**src/rtl/impulse_response_convolver_assert.svh**
```systemverilog
// assertion macros used by the convolver controller
`ifndef IMPULSE_RESPONSE_CONVOLVER_ASSERT_SVH
`define IMPULSE_RESPONSE_CONVOLVER_ASSERT_SVH

// same-cycle implication, clocked on i_clk, off during reset
`define IRC_ASSERT_IMP(label, ante, cons) \
    label: assert property (@(posedge i_clk) disable iff (!i_rst_n) (ante) |-> (cons)) \
        else $error("irc assertion failed");

// next-cycle implication, clocked on i_clk, off during reset
`define IRC_ASSERT_NXT(label, ante, cons) \
    label: assert property (@(posedge i_clk) disable iff (!i_rst_n) (ante) |=> (cons)) \
        else $error("irc assertion failed");

`endif

```
**src/rtl/irc_pkg.sv**
```systemverilog
// shared types and constants of the impulse response convolver
package irc_pkg;

    localparam int NUM_SETS  = 3;
    localparam int MIN_TAPS  = 3;
    localparam int SMP_W     = 16;
    localparam int TAPC_W    = 10;
    localparam int CFG_AW    = 2;
    localparam int CFG_DW    = 10;
    localparam int SHIFT_CAB = 17;
    localparam int SHIFT_DRY = 15;

    localparam logic [CFG_AW-1:0] CFG_CAB_MIC   = 2'd0;
    localparam logic [CFG_AW-1:0] CFG_SHAPED    = 2'd1;
    localparam logic [CFG_AW-1:0] CFG_TAP_COUNT = 2'd2;

    localparam logic       FUNC_SAMPLE = 1'b0;
    localparam logic       FUNC_LOAD   = 1'b1;

    localparam logic [1:0] SET_HEAD = 2'd0;
    localparam logic [1:0] SET_BOTH = 2'd1;
    localparam logic [1:0] SET_CAB  = 2'd2;

    localparam logic signed [SMP_W-1:0] SAT_MAX = 16'sh7FFF;
    localparam logic signed [SMP_W-1:0] SAT_MIN = 16'sh8000;

    typedef struct packed {
        logic load;
        logic bypass;
        logic start;
        logic issue;
        logic finish;
        logic out_load;
    } t_irc_cmd;

    typedef struct packed {
        logic bypass;
        logic last;
        logic pipe_busy;
    } t_irc_stat;

endpackage

```
**src/rtl/irc_controller.sv**
```systemverilog
// convolver controller: request handshake, tap sequencing and output register control
`include "impulse_response_convolver_assert.svh"

module irc_controller
    import irc_pkg::*;
(
    input  logic      i_clk,
    input  logic      i_rst_n,
    input  logic      i_s_tvalid,
    input  logic      i_func,
    input  logic      i_m_tready,
    input  t_irc_stat i_stat,
    output logic      o_s_tready,
    output logic      o_m_tvalid,
    output t_irc_cmd  o_cmd
);

    typedef enum logic [2:0] {
        S_IDLE,
        S_RUN,
        S_DRAIN,
        S_ROUND,
        S_PUT
    } t_state;

    t_state r_state;
    t_state n_state;
    logic   r_out_valid;
    logic   n_out_valid;
    logic   w_acc;
    logic   w_slot_free;

    assign o_s_tready  = (r_state == S_IDLE);
    assign w_acc       = i_s_tvalid && o_s_tready;
    assign w_slot_free = !r_out_valid || i_m_tready;

    always_comb begin
        n_state     = r_state;
        o_cmd       = '0;
        n_out_valid = r_out_valid && !i_m_tready;
        unique case (r_state)
            S_IDLE: begin
                if (w_acc) begin
                    if (i_func == FUNC_LOAD) begin
                        o_cmd.load = 1'b1;
                    end else if (i_stat.bypass) begin
                        o_cmd.bypass = 1'b1;
                        n_state      = S_PUT;
                    end else begin
                        o_cmd.start = 1'b1;
                        n_state     = S_RUN;
                    end
                end
            end
            S_RUN: begin
                o_cmd.issue = 1'b1;
                if (i_stat.last) begin
                    n_state = S_DRAIN;
                end
            end
            S_DRAIN: begin
                if (!i_stat.pipe_busy) begin
                    n_state = S_ROUND;
                end
            end
            S_ROUND: begin
                o_cmd.finish = 1'b1;
                n_state      = S_PUT;
            end
            S_PUT: begin
                if (w_slot_free) begin
                    o_cmd.out_load = 1'b1;
                    n_out_valid    = 1'b1;
                    n_state        = S_IDLE;
                end
            end
            default: begin
                n_state = S_IDLE;
            end
        endcase
    end

    always_ff @(posedge i_clk) begin
        if (!i_rst_n) begin
            r_state     <= S_IDLE;
            r_out_valid <= 1'b0;
        end else begin
            r_state     <= n_state;
            r_out_valid <= n_out_valid;
        end
    end

    assign o_m_tvalid = r_out_valid;

    `IRC_ASSERT_NXT(a_start_runs,
        r_state == S_IDLE && w_acc && i_func == FUNC_SAMPLE && !i_stat.bypass,
        r_state == S_RUN)
    `IRC_ASSERT_NXT(a_put_delivers, r_state == S_PUT && w_slot_free,
        r_out_valid && r_state == S_IDLE)
    `IRC_ASSERT_IMP(a_round_after_drain, r_state == S_ROUND, !i_stat.pipe_busy)

endmodule

```
**config.mk**
```make
export PLATFORM = sky130hd
export DESIGN_NAME = irc_controller
export DESIGN_NICKNAME = d
export VERILOG_FILES = /design/src/rtl/irc_pkg.sv /design/src/rtl/irc_controller.sv
export VERILOG_INCLUDE_DIRS = /design/src /design/src/rtl
export SDC_FILE = /design/constraint.sdc
export NUM_CORES = 1
export LEC_CHECK = 0
export BUFFER_PORTS_ARGS = -buffer_cell sky130_fd_sc_hd__buf_2
export CORE_AREA = 2 2 39 41
export CTS_BUF_LIST = sky130_fd_sc_hd__clkbuf_8 sky130_fd_sc_hd__clkbuf_16
export CTS_CLUSTER_DIAMETER = 200
export DETAILED_ROUTE_END_ITERATION = 16
export DIE_AREA = 0 0 41 43
export SYNTH_ARGS = -nofsm -noshare
export SYNTH_HDL_FRONTEND = slang
export SYNTH_SLANG_ARGS = --single-unit
```
**constraint.sdc**
```tcl
create_clock -name i_clk -period 2.85 [get_ports i_clk]
set_clock_uncertainty 0.1 [all_clocks]
set_input_delay 0.1425 -clock i_clk [delete_from_list [all_inputs] [get_ports i_clk]]
set_output_delay 0.1425 -clock i_clk [all_outputs]
set_load 0.05 [all_outputs]
```
After elaboration in Yosys (flattened, before gate mapping)
Index checks and enable logic that the tools add are counted.
{ "word_totals": {"latchBits": 0, "ramBits": 0, "elab_cells": 37, "rom_bits": 0, "reg_bits": 4, "mem_count": 0, "input_bits": 8, "out_inout_bits": 8} }
{ "op_classes": {"n_bitwise": 0, "muxes": 19, "n_mul": 0, "magnitude_cmp": 0, "n_eq_ne": 9, "div_mod_pow": 0, "addsub": 0, "n_reduce_logical": 7, "shift": 0} }
{ "ops": {"columns": ["operator", "n"], "rows": [
  ["3-bit two-way mux", 8],
  ["3-bit case mux with 5 select lines", 1],
  ["1-bit two-way mux", 9],
  ["2-bit != test (second input constant)", 4],
  ["3-bit by 2-bit equality test with 1-bit output (second input constant)", 2],
  ["5-bit AND reduction", 1],
  ["3-bit by 1-bit equality test with 1-bit output (second input constant)", 1],
  ["3-bit equality test (second input constant)", 1],
  ["3-bit logical NOT", 1],
  ["1-bit logical AND", 2],
  ["1-bit logical NOT", 2],
  ["2-bit two-way mux", 1],
  ["2-bit by 1-bit != test with 1-bit output (second input constant)", 1],
  ["1-bit logical OR", 1]
]} }

Depth between registers and ports, before layout
Gate-level depths: netlist (run 1).
{ "depth": {"word_depth": 4, "mapped_depth": 4, "ltp_nobuf": 3} }

Worst setup path after synthesis (run 1)
Ideal clock, no wire load.
{ "synth_timing": {"path_type": "register -> output", "start": "register r_state[0]", "end": "output port o_cmd[3] (netlist name)", "stages_incl_launch_ff": 3, "slack_ps": 499, "path_buffers": 0, "required_time_ps": 2608, "arrival_ps": 2108, "cell_sequence": "dfxtp_1 or2_4 nor4_1"} }
{ "synth_lines": {"columns": ["item", "line_no", "source"], "rows": [
  ["start, declared", "irc_controller.sv:26", "t_state r_state;"],
  ["start signal, assigned", "irc_controller.sv:88", "r_state <= n_state;"],
  ["end, declared", "irc_controller.sv:15", "output t_irc_cmd o_cmd"]
]} }

==> run_results.csv, run 1 <==
group,metric,value,unit
yosys,synthFlopType,"dfxtp_1",
yosys,ys_seq_area_share,28.8,%
cells_and_area,fin_nets,58,
drt,vias,279,
yosys,post_synth.cell_area_avg,8.96,um2
drt,postRouteAntennaNets,0,
die,rows,14,
worst_hold_path,min_from,"i_rst_n",
sta,min_period_over_period,57.0,%
clock_network,cts_hold_buf,0,
global_routing,grtUsageTotal,8.43,%
setup_path,cp-startpoint,"r_state[2]",
setup_path,worstPathRequired,2610,ps
clock_network,cts_made_buffers,3,
sta,fin_setup_tns,0,ps
sta,hold_violations,0,
pwr,peakVddDrop,0.000234,V
clock_network,insertion_delay,220,ps
setup_path,endpoint_kind,"output pin",
worst_hold_path,min_path_cells,2,
setup_path,regToRegSetupSlack,1600,ps
setup_path,r2r-start,"r_state[0]",
drt,viasPerCell,4.36,
setup_path,critical-path-top-delay-family,"simple AND/OR/NAND/NOR gates",
drt,first_pass_iters,4,
global_routing,antenna_found_initial,0,
drt,top_layer,"met4",
clock_network,cts_setup_buffers,0,
yosys,synthDistinctLibCells,19,
run_status,outcome,"finished clean",
global_routing,overflow,0,
clock_network,cts_root_buf,"clkbuf_8",
yosys,synth_area_leaders,"dfxtp_1 (29%), nor2b_1 (11%), nor3b_1 (8.1%)",
place,placed_area,362,um2
pwr,leakagePower,0.197,nW
global_routing,grt_pass1_vias,234,
drt,wl_met1,247,um
global_routing,grt_max_degree,12,
die,core_area,0.00138,mm2
setup_path,slowest_stage,"dfxtp_1",
clock_network,cts_tree,"yes",
sta,post-route-min-period,1630,ps
setup_path,cpPeakStageDelay,430,ps
job,drv_cap,0,
die,die_width,41,um
place,globalplace.congestion,0.641,
cells_and_area,drive_gt1_share,43.8,%
setup_path,path_cells,"nor3b_1 -> nor2b_1 -> buf_2",
clock_network,clk_path_buf_depth,2,
yosys,syn_nets,39,
sta,setup_viol_count_final,0,
cells_and_area,num_antenna_cells,0,
sta,slew_violations,0,
sta,fmax,0.615,GHz
yosys,synth_top_area_share,28.8,%
die,start_util,20.1,%
yosys,syn-cell-area,278,um2
setup_path,timing.critical_path.buf_inv,1,
drt,met2_length,234,um
pwr,pwr_density_cell,579,mW/mm2
yosys,ys_warn_count,0,
clock_network,numClockSinks,4,
global_routing,grt_pass1_wl,897,um
drt,dr.first_iter.drc_count,4,
yosys,syn_inst,31,
die,io_pins,16,
sta,max_slew_margin,78.4,%
drt,drt_wl_total,573,um
sta,worst_slew_pin_slew,323,ps
yosys,async_reset_ff_share,0,%
drt,routed-wl-met3,66,um
yosys,yosys.cell_count.top_type,"nor2b_1",
clock_network,htreeDepth,1,
setup_path,worstPathMaxFanout,7,
worst_hold_path,hp-class,"in -> reg",
yosys,yosysTopAreaCell,"dfxtp_1",
drt,route.detailed.drc,0,
place,dp_hpwl,433,um
yosys,ys_seq_elements,4,
yosys,synthTopCellsByCount,"nor2b_1 (5), dfxtp_1 (4), nor3b_1 (3)",
setup_path,r2r-end,"r_state[2]",
setup_path,crit_type,"reg -> out",
drt,routedWlPerCell,8.95,um
cells_and_area,area_delta_synth_final,45.0,%
setup_path,cp.arrival,1380,ps
setup_path,start_kind,"flop",
die,dieArea,0.00176,mm2
clock_network,cts.clk_slew.worst_paths,30,ps
sta,hold_slack,66.3,ps
worst_hold_path,hold_path_end,"r_state[0]",
setup_path,r2r_cells,3,
cells_and_area,fin_area,403,um2
place,io_buffers,15,
clock_network,cts-resized-gates,0,
die,die_y,43,um
yosys,synth_edf_count,0,
sta,rsz0062_at_grt,"no",
routing by layer:
layer  up-vias  GRT usage [%]
met5         -              0
met4         0           10.0
met3         4           4.71
met2        13           9.69
met1       115           9.29
li1        147              -
registers in the layout, indices dropped and copies added, names as in the netlist:
name,count
o_m_tvalid,1
r_state,3
worst max path at each step:
stage	endpoint	slack [ps]	cells past startpoint
2_1_floorplan	o_cmd[3]	500	2
3_3_place_gp	o_cmd[0]	1430	3
3_5_place_dp	o_cmd[0]	1440	3
4_1_cts	o_cmd[0]	1200	3
5_1_grt	o_cmd[0]	1040	3
6_report	o_cmd[0]	1220	3
layout make-up:
cell class                 count  area (um2)
fill                         155         981
multi-input combinational     26         186
sequential                     4        80.1
timing repair buffer          15        75.1
clock buffer                   3        41.3
tap                           16        20.0
where the power goes:
part / switching [W] / internal [W]
Sequential: 0.00000379 / 0.0000590
Combinational: 0.0000329 / 0.0000182
Clock: 0.0000295 / 0.0000900
Total: 0.0000662 / 0.000167
stage by stage:
stage,std cells,total power [W],utilization (%),worst slack [ps]
after floorplan,31,0.000102,-,499
after global placement,61,0.000115,26.1,1430
after detailed placement,61,0.000115,26.1,1440
after CTS,64,0.000239,29.1,1200
after global routing,64,0.000247,29.1,1040
final,64,0.000233,29.1,1220
kinds of logic after synthesis:
kind of cell / share of synthesized area, %
flip-flops: 28.8
AO/OA/AOI/OAI: 14.9
multiplexers: 3.60
buffers and inverters: 4.05
AND/OR/NAND/NOR: 48.6
worst register-to-register path, delay by kind of cell, from the launching register on:
family          cells  cell delay, ps
compound gates      2             390
simple gates        1             280
flops               1             350
layout by cell type (no fill, tap or decap):
cell / n
nor2_1: 2
mux2i_1: 1
o21a_1: 2
buf_2: 15
clkbuf_8: 3
nor4_1: 1
nand2_1: 1
nand2b_1: 2
dfxtp_1: 4
nor3b_1: 3
a21boi_1: 1
and3b_2: 1
nor4b_1: 1
o32ai_1: 1
and3_1: 1
nor2b_1: 5
o211a_1: 1
or2_4: 1
nor3b_2: 1
nor3_1: 1
(Power assumes the default switching activity.)
==> run 2: changes to the inputs <==
==> constraint.sdc (replaced) <==
create_clock -name i_clk -period 1.3 [get_ports i_clk]
set_clock_uncertainty 0.1 [all_clocks]
set_input_delay 0.065 -clock i_clk [delete_from_list [all_inputs] [get_ports i_clk]]
set_output_delay 0.065 -clock i_clk [all_outputs]
set_load 0.05 [all_outputs]
==> run 2 against run 1 <==
The flow now finishes with violations (negative setup slack). Combinational power grew to 3.4 times the previous value. Wire length is 29% higher. Power is 140% higher. Sequential share of layout area is 5.2 points lower. Final area is 46% higher. Sequential power is 110% higher. First-iteration DRC count is 25% lower. Flip-flop and latch count stayed put. Largest power group unchanged.
==> run_results.csv, run 2 (synthesized netlist as in run 1, its figures left out) <==
group,metric,value,unit
setup_path,endpoint_kind,"output pin",
setup_path,start_kind,"flop",
sta,max_slew_margin,79.0,%
die,core_area,0.00138,mm2
sta,fmax,0.705,GHz
cells_and_area,fin_area,587,um2
setup_path,regToRegSetupSlack,10,ps
sta,worst_slew_pin_slew,314,ps
clock_network,cts.clk_slew.worst_paths,30,ps
sta,rsz0062_at_grt,"yes",
clock_network,htreeDepth,1,
drt,dr.first_iter.drc_count,3,
global_routing,gr-usage-met1,9.65,%
place,dp_hpwl,555,um
global_routing,top_usage_layer,"met2",
cells_and_area,top_register,"r_state",
cells_and_area,fin_util,42.4,%
drt,drt_wl_total,738,um
global_routing,grt_pass1_vias,301,
setup_path,cpPeakStageDelay,320,ps
clock_network,cts_made_buffers,3,
die,start_util,20.1,%
sta,post-route-min-period,1420,ps
clock_network,cts_tree,"yes",
drt,viasPerCell,4.44,
drt,vias,320,
sta,fin_ws,-119,ps
drt,routedWlPerCell,10.3,um
global_routing,grtUsageTotal,9.44,%
setup_path,crit_type,"reg -> out",
setup_path,timing.critical_path.buf_inv,1,
place,io_buffers,15,
setup_path,critical-path-top-delay-family,"simple AND/OR/NAND/NOR gates",
clock_network,numClockSinks,4,
setup_path,cp.arrival,1250,ps
run_status,outcome,"complete, but fails checks",
die,dieArea,0.00176,mm2
drt,postRouteAntennaNets,0,
global_routing,grt_pass1_wl,1120,um
global_routing,grt_max_degree,9,
global_routing,antenna_found_initial,0,
cells_and_area,largest_reg_flops,3,
clock_network,cts_hold_buf,0,
global_routing,use_met3,3.14,%
die,io_pins,16,
setup_path,path_cells,"or2_4 -> nor2_4 -> and3_4 -> buf_8",
die,rows,14,
place,globalplace.congestion,0.664,
run_status,violations,"negative setup slack",
cells_and_area,area_delta_synth_final,111,%
drt,route.detailed.drc,0,
sta,setup_viol_count_final,6,
job,drv_cap,0,
sta,slew_violations,0,
sta,min_period_over_period,109,%
setup_path,worstPathMaxFanout,4,
cells_and_area,num_antenna_cells,0,
setup_path,worstPathRequired,1130,ps
clock_network,clk_path_buf_depth,2,
clock_network,insertion_delay,210,ps
cells_and_area,drive_gt1_share,69.6,%
place,placed_area,462,um2
setup_path,slowest_stage,"dfxtp_2",
clock_network,cts_root_buf,"clkbuf_8",
cells_and_area,fin_nets,66,
worst_hold_path,hp-class,"in -> reg",
die,die_y,43,um
sta,hold_violations,0,
drt,first_pass_iters,2,
pwr,leakagePower,0.259,nW
pwr,pwr_density_cell,950,mW/mm2
pwr,peakVddDrop,0.000796,V
die,die_width,41,um
global_routing,use_met2,15.3,%
cells_and_area,fill_cells,151,
cells_and_area,final_cell_mix,"buf_2 (8), buf_4 (8), buf_6 (5)",
global_routing,overflow,0,
==> run 2: path summary, 6_finish.rpt <==
kind	start	to	cells after the start
worst min-delay path	i_rst_n	r_state[0]	2
worst max-delay path	r_state[0]	o_cmd[5]	4
worst min register to register	r_state[2]	r_state[1]	2
worst max register to register	r_state[1]	r_state[2]	5
==> run 2: routing by layer <==
metal | part of all wire, % | vias up
met1 | 40 | 146
met3 | 8.0 | 0
met5 | 0 | -
li1 | - | 163
met2 | 52 | 11
met4 | 0 | 0
==> run 2: per-stage QoR <==
step	hold WS [ps]	TNS [ps]	cells	power [W]	worst slack, ps
floorplan	82.4	-321	31	0.000246	-151
global placement	217	0	67	0.000286	27.9
detailed placement	218	0	67	0.000287	7.98
CTS	3.56	-328	70	0.000558	-111
global route	15.2	-821	72	0.000593	-165
finish	6.20	-390	72	0.000558	-119
==> run 2: timing repair <==
item | 4_1_cts | 5_1_grt
gates resized for setup | 13 | 5
pin swaps | 2 | 3
setup buffers | 0 | 2
setup endpoints to repair | 7 | 7
==> run 2: worst register-to-register path, stage by stage (launching register included) <==
cell      delay, ps
dfxtp_4         350
buf_12          130
buf_4           130
and3b_2         210
o32ai_1         140
a21boi_1        100
==> run 2: area by class of cell <==
cell class                      count  area, um2  share of cell area [%]
Tap cell                           16       20.0                    3.41
Clock buffer                        3       41.3                    7.04
Sequential cell                     4       86.3                    14.7
Timing Repair Buffer               23        191                    32.6
Multi-Input combinational cell     26        248                    42.2
==> run 2: report_power, final <==
group,leakage (nW),internal [W],switching (W)
Combinational,0.204,0.0000782,0.0000954
Clock,0.0216,0.000197,0.0000546
Sequential,0.0342,0.000129,0.00000433
==> run 3: changes to the inputs <==
--- a/config.mk
+++ b/config.mk
@@ -12,6 +12,7 @@
 export CTS_CLUSTER_DIAMETER = 200
 export DETAILED_ROUTE_END_ITERATION = 16
 export DIE_AREA = 0 0 41 43
+export REMOVE_ABC_BUFFERS = 1
 export SYNTH_ARGS = -nofsm -noshare
 export SYNTH_HDL_FRONTEND = slang
 export SYNTH_SLANG_ARGS = --single-unit
==> constraint.sdc (replaced) <==
create_clock -name i_clk -period 1.3 [get_ports i_clk]
set_clock_uncertainty 0.1 [all_clocks]
set_input_delay 0.26 -clock i_clk [delete_from_list [all_inputs] [get_ports i_clk]]
set_output_delay 0.26 -clock i_clk [all_outputs]
set_load 0.05 [all_outputs]
==> run 3 against run 2 <==
The flow still finishes with violations (negative setup slack). Wire length grew 20%. Hold slack gained 190 ps. Worst setup slack lost 180 ps. Final cell count grew 6.9%. Clock-buffer cell count is the same. Flip-flop and latch count is the same. Register-to-register slack lost 100 ps. Critical path type unchanged. Critical endpoint is now o_cmd[3].
==> run_results.csv, run 3 (synthesized netlist as in run 1, its figures left out) <==
group,metric,value,unit
pwr,pwr_density_cell,930,mW/mm2
cells_and_area,fin_area,632,um2
cells_and_area,top_register,"r_state",
setup_path,r2r-start,"r_state[2]",
cells_and_area,area_delta_synth_final,127,%
place,io_buffers,15,
sta,hold_violations,0,
global_routing,grtUsageTotal,11.0,%
sta,min_period_over_period,123,%
setup_path,cp.arrival,1240,ps
die,dieArea,0.00176,mm2
sta,setup_viol_count_final,8,
sta,max_slew_margin,80.0,%
setup_path,worstSetupEndpoint,"o_cmd[3]",
global_routing,grt_max_degree,6,
sta,rsz0062_at_grt,"yes",
worst_hold_path,hp-class,"in -> reg",
setup_path,critical-path-top-delay-family,"simple AND/OR/NAND/NOR gates",
job,drv_cap,0,
sta,slew_violations,0,
drt,routedWlPerCell,11.5,um
clock_network,cts_made_buffers,3,
clock_network,insertion_delay,210,ps
setup_path,timing.critical_path.buf_inv,1,
die,die_width,41,um
cells_and_area,final_cell_mix,"buf_4 (10), buf_2 (8), buf_6 (7)",
setup_path,cpPeakStageDelay,320,ps
drt,viasPerCell,4.44,
sta,hold_slack,200,ps
cells_and_area,largest_reg_flops,3,
die,die_y,43,um
drt,vias,342,
clock_network,htreeDepth,1,
clock_network,numClockSinks,4,
global_routing,grt_pass1_vias,348,
global_routing,grt_pass1_wl,1250,um
setup_path,r2r-end,"r_state[2]",
sta,worst_slew_pin_slew,299,ps
clock_network,clk_path_buf_depth,2,
setup_path,path_cells,"or2_4 -> nor4_4 -> buf_6",
setup_path,cp-startpoint,"r_state[2]",
place,placed_area,414,um2
global_routing,antenna_found_initial,0,
clock_network,cts_root_buf,"clkbuf_8",
setup_path,start_kind,"flop",
setup_path,worstPathMaxFanout,4,
clock_network,cts_hold_buf,0,
sta,fmax,0.624,GHz
setup_path,worst-path-stages,3,
clock_network,cts.clk_slew.worst_paths,30,ps
setup_path,regToRegSetupSlack,-90,ps
drt,postRouteAntennaNets,0,
sta,fin_ws,-303,ps
global_routing,overflow,0,
die,rows,14,
worst_hold_path,min_path_cells,2,
setup_path,slowest_stage,"dfxtp_2",
cells_and_area,drive_gt1_share,72.1,%
drt,drt_wl_total,888,um
die,start_util,20.1,%
cells_and_area,num_antenna_cells,0,
sta,post-route-min-period,1600,ps
setup_path,r2r_cells,6,
drt,first_pass_iters,2,
setup_path,worstPathRequired,940,ps
die,core_area,0.00138,mm2
setup_path,endpoint_kind,"output pin",
cells_and_area,fin_nets,71,
drt,route.detailed.drc,0,
die,io_pins,16,
pwr,leakagePower,0.298,nW
setup_path,crit_type,"reg -> out",
run_status,outcome,"complete, but fails checks",
drt,dr.first_iter.drc_count,1,
cells_and_area,mostFrequentLayoutCell,"buf_4",
run_status,violations,"negative setup slack",
clock_network,cts_tree,"yes",
pwr,peakVddDrop,0.000548,V
place,globalplace.congestion,0.642,
==> run 3: changes by cell type in the layout (fill, tap and decap cells not counted), moves of 2 or more <==
cell / change
buf_4: +2
buf_8: +2
buf_6: +2
nor3b_2: +2
nor3b_1: -2
==> run 3: power by group <==
part           switching (W)  internal, W
registers         0.00000491     0.000130
logic               0.000101    0.0000965
clock network      0.0000583     0.000197
total               0.000164     0.000424
==> run 3: worst min path at each step <==
stage	startpoint	endpoint
after floorplan	i_rst_n	r_state[0]
after global placement	i_rst_n	r_state[0]
after detailed placement	i_rst_n	r_state[0]
after CTS	i_rst_n	r_state[0]
after global routing	i_rst_n	o_m_tvalid
final	i_rst_n	o_m_tvalid
==> run 3: through the flow <==
step           setup slack (ps)  power [W]  TNS [ps]  util [%]  instances
6_report                   -303   0.000588     -1780      45.7         77
5_1_grt                    -345   0.000618     -2160      45.7         77
4_1_cts                    -294   0.000557     -1430      39.1         73
3_5_place_dp               -168   0.000269      -473      29.9         68
3_3_place_gp               -130   0.000267      -394      29.9         68
2_1_floorplan             -1170   0.000222     -4130         -         30
==> run 3: layer usage <==
| layer | track usage (%) | wire length, um | up-vias |
|---|---|---|---|
| li1 | - | - | 174 |
| met1 | 8.39 | 302 | 157 |
| met2 | 20.3 | 545 | 11 |
| met5 | 0 | 0 | - |
| met3 | 1.57 | 39 | 0 |
| met4 | 10.0 | 0 | 0 |
==> run 3: repair_timing <==
item	in CTS	in global routing
setup endpoints to repair	7	9
endpoints found under the hold margin	0	0
pin swaps	4	3
resized for setup	22	12
buffers inserted	2	4
==> run 3: area by class of cell <==
| type | count | area, um2 |
|---|---|---|
| well taps | 16 | 20.0 |
| fillers | 142 | 752 |
| flip-flops and latches | 4 | 83.8 |
| multi-input cells | 26 | 248 |
| repair buffers | 28 | 239 |
| clock buffers | 3 | 41.3 |
